File: config.mk
export PLATFORM = sky130hd
export DESIGN_NAME = token_lexer
export DESIGN_NICKNAME = d
export VERILOG_FILES = /design/src/hdl/tl_pkg.sv /design/src/hdl/tl_front.sv /design/src/hdl/tl_queue.sv /design/src/hdl/tl_back.sv /design/src/hdl/token_lexer.sv
export SDC_FILE = /design/constraint.sdc
export NUM_CORES = 1
export LEC_CHECK = 0
export ABC_AREA = 1
export ABC_CLOCK_PERIOD_IN_PS = 3200
export BUFFER_PORTS_ARGS = -buffer_cell sky130_fd_sc_hd__buf_2
export CORE_ASPECT_RATIO = 0.5
export CORE_MARGIN = 2
export CORE_UTILIZATION = 56
export DETAILED_ROUTE_END_ITERATION = 8
export HOLD_SLACK_MARGIN = 0.15
export PLACE_DENSITY = 0.83
export RECOVER_POWER = 25
export SYNTH_ARGS = -nofsm -noshare
export SYNTH_HDL_FRONTEND = slang
export SYNTH_SLANG_ARGS = --single-unit
File: constraint.sdc
create_clock -name clk -period 3.2 [get_ports clk]
set_input_delay 0 -clock clk [delete_from_list [all_inputs] [get_ports clk]]
set_output_delay 0 -clock clk [all_outputs]
set_load 0.03 [all_outputs]
File: src/hdl/tl_pkg.sv
// Shared types, token codes and character constants of the token lexer.
package tl_pkg;

  localparam int QUEUE_DEPTH_DEFAULT = 4;

  localparam logic [1:0] R_CHAR  = 2'd0;
  localparam logic [1:0] R_TOKEN = 2'd1;
  localparam logic [1:0] R_ERROR = 2'd2;

  localparam logic [3:0] K_EOF    = 4'd0;
  localparam logic [3:0] K_EQ     = 4'd1;
  localparam logic [3:0] K_GT     = 4'd2;
  localparam logic [3:0] K_GE     = 4'd3;
  localparam logic [3:0] K_LT     = 4'd4;
  localparam logic [3:0] K_LE     = 4'd5;
  localparam logic [3:0] K_PLUS   = 4'd6;
  localparam logic [3:0] K_MINUS  = 4'd7;
  localparam logic [3:0] K_STAR   = 4'd8;
  localparam logic [3:0] K_SLASH  = 4'd9;
  localparam logic [3:0] K_LPAREN = 4'd10;
  localparam logic [3:0] K_RPAREN = 4'd11;
  localparam logic [3:0] K_ACTION = 4'd12;
  localparam logic [3:0] K_NUMBER = 4'd13;
  localparam logic [3:0] K_IDENT  = 4'd14;

  localparam logic [1:0] E_TOKEN   = 2'd0;
  localparam logic [1:0] E_KEYWORD = 2'd1;
  localparam logic [1:0] E_NUMBER  = 2'd2;

  localparam logic [7:0] CH_SPACE  = 8'h20;
  localparam logic [7:0] CH_TAB    = 8'h09;
  localparam logic [7:0] CH_CR     = 8'h0D;
  localparam logic [7:0] CH_LF     = 8'h0A;
  localparam logic [7:0] CH_SEMI   = 8'h3B;
  localparam logic [7:0] CH_EQ     = 8'h3D;
  localparam logic [7:0] CH_GT     = 8'h3E;
  localparam logic [7:0] CH_LT     = 8'h3C;
  localparam logic [7:0] CH_PLUS   = 8'h2B;
  localparam logic [7:0] CH_MINUS  = 8'h2D;
  localparam logic [7:0] CH_STAR   = 8'h2A;
  localparam logic [7:0] CH_SLASH  = 8'h2F;
  localparam logic [7:0] CH_LPAREN = 8'h28;
  localparam logic [7:0] CH_RPAREN = 8'h29;
  localparam logic [7:0] CH_DOT    = 8'h2E;
  localparam logic [7:0] CH_COLON  = 8'h3A;
  localparam logic [7:0] CH_UNDER  = 8'h5F;
  localparam logic [7:0] CH_0      = 8'h30;
  localparam logic [7:0] CH_9      = 8'h39;
  localparam logic [7:0] CH_LA     = 8'h61;
  localparam logic [7:0] CH_LZ     = 8'h7A;
  localparam logic [7:0] CH_UA     = 8'h41;
  localparam logic [7:0] CH_UZ     = 8'h5A;
  localparam logic [7:0] CH_C      = 8'h63;
  localparam logic [7:0] CH_T      = 8'h74;
  localparam logic [7:0] CH_I      = 8'h69;
  localparam logic [7:0] CH_O      = 8'h6F;
  localparam logic [7:0] CH_N      = 8'h6E;

  typedef struct packed {
    logic [1:0] rtype;
    logic [3:0] kind;
    logic [7:0] ch;
    logic [1:0] err;
    logic       last;
  } result_t;

  typedef struct packed {
    logic    two;
    result_t r0;
    result_t r1;
  } entry_t;

  typedef struct packed {
    logic   push;
    entry_t entry;
  } push_t;

endpackage

File: src/hdl/tl_front.sv
// Front end of the token lexer: input handshake, lexing state machine and result building.
module tl_front (
  input  logic           clk,
  input  logic           rst,
  input  logic           in_valid,
  output logic           in_stall,
  input  logic [7:0]     in_byte,
  input  logic           end_of_input,
  input  logic           q_full,
  output tl_pkg::push_t  q_push
);
  import tl_pkg::*;

  localparam logic [3:0] M_IDLE     = 4'd0;
  localparam logic [3:0] M_COMMENT  = 4'd1;
  localparam logic [3:0] M_GT       = 4'd2;
  localparam logic [3:0] M_LT       = 4'd3;
  localparam logic [3:0] M_COLON    = 4'd4;
  localparam logic [3:0] M_KW_A     = 4'd5;
  localparam logic [3:0] M_KW_AC    = 4'd6;
  localparam logic [3:0] M_KW_ACT   = 4'd7;
  localparam logic [3:0] M_KW_ACTI  = 4'd8;
  localparam logic [3:0] M_KW_ACTIO = 4'd9;
  localparam logic [3:0] M_INT      = 4'd10;
  localparam logic [3:0] M_FRAC     = 4'd11;
  localparam logic [3:0] M_IDENT    = 4'd12;
  localparam logic [3:0] M_FAIL     = 4'd13;

  typedef struct packed {
    logic       emit;
    result_t    res;
    logic [3:0] mode;
  } idle_t;

  logic [3:0] mode;
  logic [3:0] mode_next;
  logic       accept;
  logic [1:0] n;
  result_t    r0;
  result_t    r1;
  idle_t      il;
  logic       is_dig;
  logic       is_ids;
  logic [7:0] kw_exp;

  function automatic result_t mk(input logic [1:0] t, input logic [3:0] k,
                                 input logic [7:0] c, input logic [1:0] e);
    result_t r;
    r.rtype = t;
    r.kind  = k;
    r.ch    = c;
    r.err   = e;
    r.last  = 1'b0;
    return r;
  endfunction

  function automatic logic digit(input logic [7:0] c);
    return (c >= CH_0) && (c <= CH_9);
  endfunction

  function automatic logic id_start(input logic [7:0] c);
    return ((c >= CH_LA) && (c <= CH_LZ)) || ((c >= CH_UA) && (c <= CH_UZ)) ||
           (c == CH_UNDER);
  endfunction

  function automatic idle_t idle_lex(input logic [7:0] c);
    idle_t o;
    o.emit = 1'b0;
    o.res  = mk(R_TOKEN, K_EOF, 8'd0, E_TOKEN);
    o.mode = M_IDLE;
    if ((c == CH_SPACE) || (c == CH_TAB) || (c == CH_CR) || (c == CH_LF)) begin
      o.mode = M_IDLE;
    end else if (c == CH_SEMI) begin
      o.mode = M_COMMENT;
    end else if (c == CH_EQ) begin
      o.emit = 1'b1;
      o.res  = mk(R_TOKEN, K_EQ, 8'd0, E_TOKEN);
    end else if (c == CH_PLUS) begin
      o.emit = 1'b1;
      o.res  = mk(R_TOKEN, K_PLUS, 8'd0, E_TOKEN);
    end else if (c == CH_MINUS) begin
      o.emit = 1'b1;
      o.res  = mk(R_TOKEN, K_MINUS, 8'd0, E_TOKEN);
    end else if (c == CH_STAR) begin
      o.emit = 1'b1;
      o.res  = mk(R_TOKEN, K_STAR, 8'd0, E_TOKEN);
    end else if (c == CH_SLASH) begin
      o.emit = 1'b1;
      o.res  = mk(R_TOKEN, K_SLASH, 8'd0, E_TOKEN);
    end else if (c == CH_LPAREN) begin
      o.emit = 1'b1;
      o.res  = mk(R_TOKEN, K_LPAREN, 8'd0, E_TOKEN);
    end else if (c == CH_RPAREN) begin
      o.emit = 1'b1;
      o.res  = mk(R_TOKEN, K_RPAREN, 8'd0, E_TOKEN);
    end else if (c == CH_GT) begin
      o.mode = M_GT;
    end else if (c == CH_LT) begin
      o.mode = M_LT;
    end else if (c == CH_COLON) begin
      o.mode = M_COLON;
    end else if (c == CH_DOT) begin
      o.emit = 1'b1;
      o.res  = mk(R_CHAR, K_NUMBER, c, E_TOKEN);
      o.mode = M_FRAC;
    end else if (digit(c)) begin
      o.emit = 1'b1;
      o.res  = mk(R_CHAR, K_NUMBER, c, E_TOKEN);
      o.mode = M_INT;
    end else if (id_start(c)) begin
      o.emit = 1'b1;
      o.res  = mk(R_CHAR, K_IDENT, c, E_TOKEN);
      o.mode = M_IDENT;
    end else begin
      o.emit = 1'b1;
      o.res  = mk(R_ERROR, K_EOF, 8'd0, E_TOKEN);
      o.mode = M_FAIL;
    end
    return o;
  endfunction

  assign in_stall = q_full;
  assign accept   = in_valid && !q_full;
  assign il       = idle_lex(in_byte);
  assign is_dig   = digit(in_byte);
  assign is_ids   = id_start(in_byte);

  always_comb begin
    unique case (mode)
      M_COLON:    kw_exp = CH_LA;
      M_KW_A:     kw_exp = CH_C;
      M_KW_AC:    kw_exp = CH_T;
      M_KW_ACT:   kw_exp = CH_I;
      M_KW_ACTI:  kw_exp = CH_O;
      default:    kw_exp = CH_N;
    endcase
  end

  always_comb begin
    n         = 2'd0;
    r0        = mk(R_TOKEN, K_EOF, 8'd0, E_TOKEN);
    r1        = mk(R_TOKEN, K_EOF, 8'd0, E_TOKEN);
    mode_next = mode;
    if (end_of_input) begin
      unique case (mode)
        M_IDLE, M_COMMENT: begin
          n         = 2'd1;
          mode_next = M_IDLE;
        end
        M_GT, M_LT, M_INT, M_FRAC, M_IDENT: begin
          n         = 2'd2;
          mode_next = M_IDLE;
          if (mode == M_GT) begin
            r0 = mk(R_TOKEN, K_GT, 8'd0, E_TOKEN);
          end else if (mode == M_LT) begin
            r0 = mk(R_TOKEN, K_LT, 8'd0, E_TOKEN);
          end else if (mode == M_IDENT) begin
            r0 = mk(R_TOKEN, K_IDENT, 8'd0, E_TOKEN);
          end else begin
            r0 = mk(R_TOKEN, K_NUMBER, 8'd0, E_TOKEN);
          end
        end
        M_COLON, M_KW_A, M_KW_AC, M_KW_ACT, M_KW_ACTI, M_KW_ACTIO: begin
          n         = 2'd1;
          r0        = mk(R_ERROR, K_EOF, 8'd0, E_KEYWORD);
          mode_next = M_FAIL;
        end
        default: begin
          mode_next = M_FAIL;
        end
      endcase
    end else begin
      unique case (mode)
        M_IDLE: begin
          n         = {1'b0, il.emit};
          r0        = il.res;
          mode_next = il.mode;
        end
        M_COMMENT: begin
          if ((in_byte == CH_CR) || (in_byte == CH_LF)) begin
            mode_next = M_IDLE;
          end
        end
        M_GT, M_LT: begin
          if (in_byte == CH_EQ) begin
            n         = 2'd1;
            r0        = mk(R_TOKEN, (mode == M_GT) ? K_GE : K_LE, 8'd0, E_TOKEN);
            mode_next = M_IDLE;
          end else begin
            n         = il.emit ? 2'd2 : 2'd1;
            r0        = mk(R_TOKEN, (mode == M_GT) ? K_GT : K_LT, 8'd0, E_TOKEN);
            r1        = il.res;
            mode_next = il.mode;
          end
        end
        M_COLON, M_KW_A, M_KW_AC, M_KW_ACT, M_KW_ACTI, M_KW_ACTIO: begin
          if (in_byte != kw_exp) begin
            n         = 2'd1;
            r0        = mk(R_ERROR, K_EOF, 8'd0, E_KEYWORD);
            mode_next = M_FAIL;
          end else if (mode == M_KW_ACTIO) begin
            n         = 2'd1;
            r0        = mk(R_TOKEN, K_ACTION, 8'd0, E_TOKEN);
            mode_next = M_IDLE;
          end else begin
            mode_next = mode + 4'd1;
          end
        end
        M_INT, M_FRAC: begin
          if (is_dig) begin
            n  = 2'd1;
            r0 = mk(R_CHAR, K_NUMBER, in_byte, E_TOKEN);
          end else if (in_byte == CH_DOT) begin
            n = 2'd1;
            if (mode == M_FRAC) begin
              r0        = mk(R_ERROR, K_EOF, 8'd0, E_NUMBER);
              mode_next = M_FAIL;
            end else begin
              r0        = mk(R_CHAR, K_NUMBER, in_byte, E_TOKEN);
              mode_next = M_FRAC;
            end
          end else begin
            n         = il.emit ? 2'd2 : 2'd1;
            r0        = mk(R_TOKEN, K_NUMBER, 8'd0, E_TOKEN);
            r1        = il.res;
            mode_next = il.mode;
          end
        end
        M_IDENT: begin
          if (is_dig || is_ids) begin
            n  = 2'd1;
            r0 = mk(R_CHAR, K_IDENT, in_byte, E_TOKEN);
          end else begin
            n         = il.emit ? 2'd2 : 2'd1;
            r0        = mk(R_TOKEN, K_IDENT, 8'd0, E_TOKEN);
            r1        = il.res;
            mode_next = il.mode;
          end
        end
        default: begin
          mode_next = M_FAIL;
        end
      endcase
    end
    r0.last = (n == 2'd1);
    r1.last = 1'b1;
  end

  always_comb begin
    q_push.push      = accept && (n != 2'd0);
    q_push.entry.two = (n == 2'd2);
    q_push.entry.r0  = r0;
    q_push.entry.r1  = r1;
  end

  always_ff @(posedge clk) begin
    if (rst) begin
      mode <= M_IDLE;
    end else if (accept) begin
      mode <= mode_next;
    end
  end

endmodule

File: src/hdl/tl_queue.sv
// Short queue of result groups between the lexer front end and the output stage.
module tl_queue #(
  parameter int DEPTH = tl_pkg::QUEUE_DEPTH_DEFAULT
) (
  input  logic           clk,
  input  logic           rst,
  input  tl_pkg::push_t  q_push,
  output logic           full,
  input  logic           pop,
  output logic           empty,
  output tl_pkg::entry_t head
);
  import tl_pkg::*;

  localparam int PW = (DEPTH > 1) ? $clog2(DEPTH) : 1;
  localparam int CW = $clog2(DEPTH + 1);
  localparam logic [PW-1:0] LAST_PTR = PW'(DEPTH - 1);

  entry_t        slots [DEPTH];
  logic [PW-1:0] wr_ptr;
  logic [PW-1:0] rd_ptr;
  logic [CW-1:0] count;
  logic          do_push;
  logic          do_pop;

  assign full    = (count == CW'(DEPTH));
  assign empty   = (count == '0);
  assign do_push = q_push.push && !full;
  assign do_pop  = pop && !empty;
  assign head    = slots[rd_ptr];

  always_ff @(posedge clk) begin
    if (do_push) begin
      slots[wr_ptr] <= q_push.entry;
    end
  end

  always_ff @(posedge clk) begin
    if (rst) begin
      wr_ptr <= '0;
      rd_ptr <= '0;
      count  <= '0;
    end else begin
      if (do_push) begin
        wr_ptr <= (wr_ptr == LAST_PTR) ? '0 : wr_ptr + PW'(1);
      end
      if (do_pop) begin
        rd_ptr <= (rd_ptr == LAST_PTR) ? '0 : rd_ptr + PW'(1);
      end
      if (do_push && !do_pop) begin
        count <= count + CW'(1);
      end else if (do_pop && !do_push) begin
        count <= count - CW'(1);
      end
    end
  end

endmodule

File: src/hdl/tl_back.sv
// Output stage of the token lexer: splits result groups into single results in an output register.
module tl_back (
  input  logic           clk,
  input  logic           rst,
  input  logic           empty,
  input  tl_pkg::entry_t head,
  output logic           pop,
  output logic           out_valid,
  input  logic           out_stall,
  output tl_pkg::result_t res
);
  import tl_pkg::*;

  logic    phase;
  logic    load;

  assign load = (!out_valid || !out_stall) && !empty;
  assign pop  = load && (phase || !head.two);

  always_ff @(posedge clk) begin
    if (load) begin
      res <= phase ? head.r1 : head.r0;
    end
  end

  always_ff @(posedge clk) begin
    if (rst) begin
      out_valid <= 1'b0;
      phase     <= 1'b0;
    end else begin
      if (load) begin
        out_valid <= 1'b1;
        phase     <= !phase && head.two;
      end else if (!out_stall) begin
        out_valid <= 1'b0;
      end
    end
  end

endmodule

File: src/hdl/token_lexer.sv
// Top level of the token lexer.
// A byte-serial lexer: one source byte or end-of-input mark per transaction, giving zero to two
// results (text characters, completed tokens, or an error). The front end takes one input
// transaction per cycle while its queue of QUEUE_DEPTH result groups has room; the output
// register delivers one result per cycle while out_stall is low, so when inputs yield two
// results sustained throughput is set by the output port. An accepted input's results pass
// through a queue slot and then the output register. After an error no further results appear
// until reset.
module token_lexer #(
  parameter int QUEUE_DEPTH = tl_pkg::QUEUE_DEPTH_DEFAULT
) (
  input  logic       clk,
  input  logic       rst,
  input  logic       in_valid,
  output logic       in_stall,
  input  logic [7:0] in_byte,
  input  logic       end_of_input,
  output logic       out_valid,
  input  logic       out_stall,
  output logic [1:0] result_type,
  output logic [3:0] token_kind,
  output logic [7:0] text_char,
  output logic [1:0] error_code,
  output logic       last
);
  import tl_pkg::*;

  push_t   q_push;
  logic    q_full;
  logic    q_empty;
  logic    q_pop;
  entry_t  q_head;
  result_t res;

  tl_front u_front (
    .clk          (clk),
    .rst          (rst),
    .in_valid     (in_valid),
    .in_stall     (in_stall),
    .in_byte      (in_byte),
    .end_of_input (end_of_input),
    .q_full       (q_full),
    .q_push       (q_push)
  );

  tl_queue #(
    .DEPTH (QUEUE_DEPTH)
  ) u_queue (
    .clk    (clk),
    .rst    (rst),
    .q_push (q_push),
    .full   (q_full),
    .pop    (q_pop),
    .empty  (q_empty),
    .head   (q_head)
  );

  tl_back u_back (
    .clk       (clk),
    .rst       (rst),
    .empty     (q_empty),
    .head      (q_head),
    .pop       (q_pop),
    .out_valid (out_valid),
    .out_stall (out_stall),
    .res       (res)
  );

  assign result_type = res.rtype;
  assign token_kind  = res.kind;
  assign text_char   = res.ch;
  assign error_code  = res.err;
  assign last        = res.last;

  // The second result of a pair follows its first without a gap.
  a_pair_follows: assert property (@(posedge clk) disable iff (rst)
    (out_valid && !out_stall && !last) |=> out_valid)
    else $error("second result of a pair missing");

  // An error is always the final result of its input.
  a_error_last: assert property (@(posedge clk) disable iff (rst)
    (out_valid && (result_type == R_ERROR)) |-> last)
    else $error("error result not marked last");

  // Text characters only belong to numbers and identifiers.
  a_char_kind: assert property (@(posedge clk) disable iff (rst)
    (out_valid && (result_type == R_CHAR)) |-> ((token_kind == K_NUMBER) ||
                                               (token_kind == K_IDENT)))
    else $error("text character with wrong token kind");

endmodule

==> summary.md, run 1 <==
| Metric | Value |
|---|---|
| Status | finished, violations left |
| Failing checks | design-rule violations |
| CP cell instances | inv_1 > a31oi_2 > clkbuf_1 > nand2_1 > ha_1 > inv_1 > fa_1 > nor2_1 > nor2_1 > nand2_1 > o21ai_0 > a21oi_1 |
| First-pass iteration count of the detailed router | 7 |
| Mean Syn Cell Area | 9.765 sq um |
| Count of mapped cells out of synthesis | 766 |
| H-tree Lvls | 4 |
| Initial Utilization | 58.23% |
| Die Span Y | 85.72 um |
| Area grow syn2layout | 14.72% |
| CP Capture Point | u_queue.count[2]$_SDFFE_PP0P_ |
| Area leader, netlist | edfxtp_1 |
| DP Wirelength | 11430 um |
| Most frequent cells in the layout | 160 x nor2_1, 145 x edfxtp_1, 106 x nand2_1 |
| Antenna violation net count after detailed routing | 0 |
| Arr. time, crit path | 3.31 ns |
| Setup Skew | 0.009370 ns |
| Peak VDD IR | 0.0004492 V |
| Share of cells above drive strength 1 | 11.52% |
| Warnings from Yosys | 0 |
| Fin. Hold Viols | 0 |
| Largest net degree at the start of global routing | 63 |
| Max-cap violations | 0 |
| Max-slew violations | 0 |
| Via count | 5905 |
| Initial antenna violation count | 0 |
| Antenna cells | 0 |
| Core area | 0.01284 sq mm |
| Most common cell after layout, fill and taps aside | nor2_1 |
| Clock sink count | 160 |
| DRC | 2 |
| Reg-to-reg startpoint | u_queue.count[0]$_SDFFE_PP0P_ |
| Worst-margin pin slew | 1.201 ns |
| CP endpoint kind | flip-flop |
| Critical path class | flip-flop to flip-flop |
| Worst hold-check path type | input port to flip-flop |
| Worst Reg2Reg Path Length in Cells | 12 |
| Static Leak | 0.003291 uW |
| Crit. Startpoint | u_queue.count[0]$_SDFFE_PP0P_ |
| Synthesis-stage register bit count | 160 |
| Routed WL | 18220 um |
| Tcrit/Tclk final | 93.71% |
| Overall routing resource usage | 26.84% |
| CTS clk-pin slew, worst paths | 0.06 ns |
| CTS tree | built |
| Worst path slowest cell | clkbuf_1 |
| RePlAce Congestion | 1.040 |
| Hold Startpoint | in_byte[6] |
| Later-pin clock latency in the skew report | 0.43 ns |
| Die X | 167.4 um |
| Deepest clock path buffer count | 2 |
| Synth Cell Area | 0.007480 sq mm |
| Dpl cells | 958 |
| Non-filler cells, final | 1003 |
| Final number of setup-violating endpoints | 0 |
| Iteration-0 DRC Markers | 773 |
| Reg-to-reg slack, setup | 0.20 ns |
| Postcts setup bufs | 0 |
| CP peak stage delay | 0.90 ns |
| Crit-path max FO | 20 |
| Port Buf Inserts | 31 |
| Startpoint types | flip-flop |
| Unrepaired setup endpoints after global routing | no |
| Count of different cell masters after synthesis | 37 |
| PD cells | 824.3 mW/mm^2 |
| Number of vias per cell | 5.887 |
| Post-layout nets | 840 |
| Reg2reg end | u_queue.count[2]$_SDFFE_PP0P_ |
| Vias in the first global route | 5622 |
| First-pass GRT wire length | 29100 um |
| Sequential area share after synthesis | 62.23% |
| Post-layout util | 66.80% |
| TritonCTS Buffers | 17 |
| Die area | 0.01435 sq mm |
| FP Rows | 29 |
| Post-DR wirelength/cell | 18.16 um |
| Top cells by area, synth | edfxtp_1 58%, nor2_1 8.2%, o21ai_0 6.0% |
| Final Critical Period | 2.999 ns |
| Io pins | 32 |
| Area share of the largest cell type after synthesis | 58.21% |
| F_max | 0.3335 GHz |
| Worst path required time | 3.51 ns |
| Root buf cell | clkbuf_16 |
| GR Overflow Total | 0 |
| Slew margin rel. | 19.91% |
## worst min-delay path by stage
stage | cells after the start | slack, ns | to
6_report | 6 | 0.36 | u_queue.slots[2][10]$_DFFE_PP_
5_1_grt | 6 | 0.37 | u_queue.slots[0][10]$_DFFE_PP_
4_1_cts | 7 | 0.31 | u_queue.slots[1][8]$_DFFE_PP_
3_5_place_dp | 5 | 0.36 | u_back.out_valid$_SDFFE_PP0P_
3_3_place_gp | 5 | 0.34 | u_back.out_valid$_SDFFE_PP0P_
2_1_floorplan | 3 | 0.18 | u_front.mode[1]$_SDFFE_PP0P_
## kinds of logic after synthesis
family / after synthesis / synth area share [%]
other: 1 / 0.05014
adders and majority gates: 7 / 1.271
and+or+nand+nor: 339 / 19.57
DFF: 160 / 62.23
buffers and inverters: 98 / 4.968
AOI/OAI and AO/OA: 161 / 11.91
## critical path, delay by kind of cell (launching register included)
family | cells | cell delay [ns]
AOI/OAI and AO/OA | 3 | 0.39
adders and majority gates | 2 | 0.48
buffers and inverters | 3 | 1.11
DFF | 1 | 0.38
and+or+nand+nor | 4 | 0.52
## timing repair
action                                  in CTS  in global routing
gates resized for setup                      0                  4
hold endpoints to repair                    59                  0
hold buffers                                13                  0
endpoints found under the setup margin       0                  2
## final cells by class
class | count | area (sq um)
sequential | 160 | 4658
fill | 943 | 4264
multi-input combinational | 515 | 2489
clock buffer | 18 | 429.2
timing repair buffer | 56 | 397.9
inverter | 70 | 262.8
tap | 170 | 212.7
clock inverter | 14 | 131.4
## sequential cells by signal, summed over array words and instances, names as in the netlist, named ones only
signal and cells:
u_front.mode 4, u_queue.slots 128, u_queue.rd_ptr 2, u_queue.count 3, u_back.phase 1, u_back.res 17, u_queue.wr_ptr 2, u_back.out_valid 1
## metrics by stage
| stage | worst slack, ns | total power (uW) | hold WS [ns] | TNS [ns] | instance area (sq um) |
|---|---|---|---|---|---|
| floorplan | -0.002681 | 4464 | 0.1841 | -0.3432 | 7506 |
| global placement | 0.3664 | 5049 | 0.3413 | 0 | 7923 |
| detailed placement | 0.2948 | 5114 | 0.3611 | 0 | 7923 |
| CTS | 0.2271 | 7085 | 0.3095 | 0 | 8613 |
| global route | 0.01329 | 7422 | 0.3707 | 0 | 8581 |
| finish | 0.2013 | 7073 | 0.3589 | 0 | 8581 |
## synthesized netlist by cell type, drive strengths merged
cell    instances
nand2         117
a21boi          1
nand3b          2
a211oi          2
nand3          29
nor3            9
nor2          174
dfxtp          15
a21oi          26
and3            1
o22ai          18
edfxtp        145
o21ai          91
o211a           1
o211ai          4
o221ai          1
clkinv          2
clkbuf         24
nand4           6
inv            68
fa              1
a221o           1
a31oi          16
conb            1
buf             4
ha              6
or2             1
## layer usage
metal | vias to the layer above | track usage [%] | wire length (um)
met2 | 348 | 41.64 | 8220
met5 | - | 0 | 0
met3 | 31 | 7.660 | 2049
met4 | 0 | 9.328 | 326
met1 | 2779 | 36.90 | 7620
li1 | 2747 | - | -
## power breakdown
group	total [uW]	internal [uW]	switching [uW]
sequential	2970	2810	167
combinational	2160	596	1560
clock	1940	1080	855
total	7070	4490	2590
(Power assumes the default switching activity.)
==> run 2: changes to the inputs <==
Settings changed: REMOVE_ABC_BUFFERS set to 1.
==> summary.md, run 2 (synthesized netlist as in run 1, its figures left out) <==
| Metric | Value |
|---|---|
| Status | finished, violations left |
| Failing checks | design-rule violations |
| Worst path slowest cell | dlygate4sd3_1 |
| Crit. Startpoint | u_front.mode[0]$_SDFFE_PP0P_ |
| Critical Path Stages | 14 (+2) |
| Fillers | 958 (+1.6%) |
| H-tree Lvls | 4 (unchanged) |
| Antenna cells | 0 (unchanged) |
| Via count | 5998 (+1.6%) |
| Port Buf Inserts | 31 (unchanged) |
| Number of vias per cell | 5.962 (+1.3%) |
| Routed WL | 19370 um (+6.3%) |
| Placed standard-cell area | 0.007945 sq mm (+0.28%) |
| GR Overflow Total | 0 (unchanged) |
| Die X | 167.4 um (unchanged) |
| Multi-input gate area | 0.002487 sq mm (about the same) |
| FP Rows | 29 (unchanged) |
| PD cells | 838.9 mW/mm^2 (+1.8%) |
| CTS clk-pin slew, worst paths | 0.07 ns (about the same) |
| Post-layout util | 67.25% (+0.45 points) |
| Post-DR wirelength/cell | 19.26 um (+6.0%) |
| CP cell instances | nor2_2 > inv_1 > nor2_4 > nor2_2 > nand3_1 > nand2_1 > nor2_1 > a21oi_1 > nand2_2 > nand3_1 > nand2_1 > dlygate4sd3_1 > nor2_1 > dlygate4sd3_1 |
| Overall routing resource usage | 27.85% (+1.0 points) |
| Post-layout nets | 843 (+0.36%) |
| Iteration-0 DRC Markers | 740 (-4.3%) |
| Clock sink count | 160 (unchanged) |
| Startpoint types | flip-flop |
| Most frequent cells in the layout | 159 x nor2_1, 145 x edfxtp_1, 104 x nand2_1 |
| Max reg flops | 128 (unchanged) |
| Io pins | 32 (unchanged) |
| Later-pin clock latency in the skew report | 0.43 ns (about the same) |
| Slew margin rel. | 19.66% (-0.25 points) |
| Largest Register | u_queue.slots |
| Most common cell after layout, fill and taps aside | nor2_1 |
| Crit-path max FO | 7 (-65%) |
| TritonCTS Buffers | 17 (unchanged) |
| Reg-to-reg startpoint | u_front.mode[0]$_SDFFE_PP0P_ |
| CP bufs+invs | 3 (unchanged) |
| DRC | 4 (+2) |
| Initial antenna violation count | 0 (unchanged) |
| CP endpoint kind | flip-flop |
| Worst Reg2Reg Path Length in Cells | 14 (+2) |
| Deepest clock path buffer count | 2 (unchanged) |
| Number of stages on the worst hold path | 6 (unchanged) |
| Critical path class | flip-flop to flip-flop |
| Biggest regs | u_queue.slots: 128 flops, u_back.res: 17 flops, u_front.mode: 4 flops |
| Crit path max-delay family | buffers and inverters |
| Tcrit/Tclk final | 95.16% (+1.4 points) |
| Register area | 0.004656 sq mm (about the same) |
| DP Wirelength | 12070 um (+5.6%) |
| Worst path required time | 3.57 ns (+0.06 ns) |
| Switching pwr | 2658 uW (+2.8%) |
| Worst-margin pin slew | 1.205 ns (+0.003733 ns) |
| Hold Startpoint | in_byte[7] |
| Largest net degree at the start of global routing | 63 (unchanged) |
| CTS tree | built |
| Die area | 0.01435 sq mm (unchanged) |
| Initial Utilization | 58.23% (unchanged) |
| Root buf cell | clkbuf_16 |
| WHS | 0.3920 ns (+0.03313 ns) |
| Final number of setup-violating endpoints | 0 (unchanged) |
| Cell Int Power | 4589 uW (+2.3%) |
| F_max | 0.3284 GHz (-1.5%) |
| Sequential share of power | 40.7% (-1.4 points) |
| Final Critical Period | 3.045 ns (+0.04633 ns) |
| Max-slew violations | 0 (unchanged) |
| Share of cells above drive strength 1 | 12.20% (+0.68 points) |
| Switch share | 36.67% (+0.11 points) |
| CP peak stage delay | 0.57 ns (-0.33 ns) |
| Final Instance Area | 0.008638 sq mm (+0.67%) |
| Vias in the first global route | 5844 (+3.9%) |
| First-pass iteration count of the detailed router | 8 (+1) |
| Clock network power share | 28.5% (+1.1 points) |
| First-pass GRT wire length | 30170 um (+3.7%) |
| Setup Skew | 0.01314 ns (+0.003770 ns) |
| Comb power frac | 30.8% (+0.3 points) |
| Arr. time, crit path | 3.41 ns (+0.10 ns) |
| Die Span Y | 85.72 um (unchanged) |
| Core area | 0.01284 sq mm (unchanged) |
| Area grow syn2layout | 15.49% |
| Antenna violation net count after detailed routing | 0 (unchanged) |
| Peak VDD IR | 0.0006535 V (+45%) |
| RePlAce Congestion | 0.9617 (-7.5%) |
| Fin. Hold Viols | 0 (unchanged) |
| Static Leak | 0.003336 uW (+1.4%) |
| Worst hold-check path type | input port to flip-flop |
| Max-cap violations | 0 (unchanged) |
run 2: cell count changes in the layout (fill, tap and decap cells not counted), sizes merged:
cell and change:
clkinv +1, bufinv +1, buf +3, clkbuf -1
clkinvlp -2, inv +1
run 2: through the flow:
step / TNS, ns / power [uW] / instances / worst slack [ns]
final: 0 / 7247 / 1006 / 0.1550
after global routing: -0.01656 / 7559 / 1006 / -0.01656
after CTS: 0 / 7260 / 1006 / 0.2267
after detailed placement: 0 / 5154 / 961 / 0.2788
after global placement: 0 / 5053 / 961 / 0.4032
after floorplan: -21.92 / 4412 / 745 / -0.8977
run 2: power by group through the flow:
stage	sequential, uW	clock, uW	combinational (uW)
after floorplan	3280	0	1140
after global placement	2960	0	2100
after detailed placement	2980	0	2180
after CTS	2950	2070	2240
after global routing	2980	2160	2420
final	2950	2060	2230
run 2: worst paths after layout:
kind | slack, ns | end
worst min register to register | 0.52 | u_queue.rd_ptr[1]$_SDFFE_PP0P_
worst max-delay path | 0.15 | u_queue.wr_ptr[1]$_SDFFE_PP0P_
worst max register to register | 0.15 | u_queue.wr_ptr[1]$_SDFFE_PP0P_
worst min-delay path | 0.39 | u_queue.slots[1][10]$_DFFE_PP_
run 2: layer usage:
| metal | global-route usage, % | up-vias | wire length [um] |
|---|---|---|---|
| met2 | 47.72 | 354 | 9292 |
| met5 | 0 | - | 0 |
| met4 | 9.091 | 0 | 384 |
| met3 | 6.184 | 44 | 1771 |
| li1 | - | 2748 | - |
| met1 | 36.04 | 2852 | 7924 |
run 2: repair_timing:
item                                   4_1_cts  5_1_grt
setup buffers                                0        0
hold buffers                                13        0
endpoints found under the hold margin       44        0
gates resized for setup                      0        2
setup endpoints to repair                    0        1
run 2: area by class of cell:
cell class	count	share of cell area [%]
clock inverters	15	1.999
well taps	170	2.462
multi-input cells	515	28.79
clock buffers	17	4.925
inverters	70	3.042
flip-flops and latches	160	53.90
repair buffers	59	4.881
run 2: worst reg2reg max path, cell delays in order (launching register included):
cell           delay (ns)
dfxtp_1              0.46
nor2_2               0.08
inv_1                0.18
nor2_4               0.09
nor2_2               0.17
nand3_1              0.10
nand2_1              0.13
nor2_1               0.07
a21oi_1              0.21
nand2_2              0.13
nand3_1              0.11
nand2_1              0.06
dlygate4sd3_1        0.57
nor2_1               0.09
dlygate4sd3_1        0.54
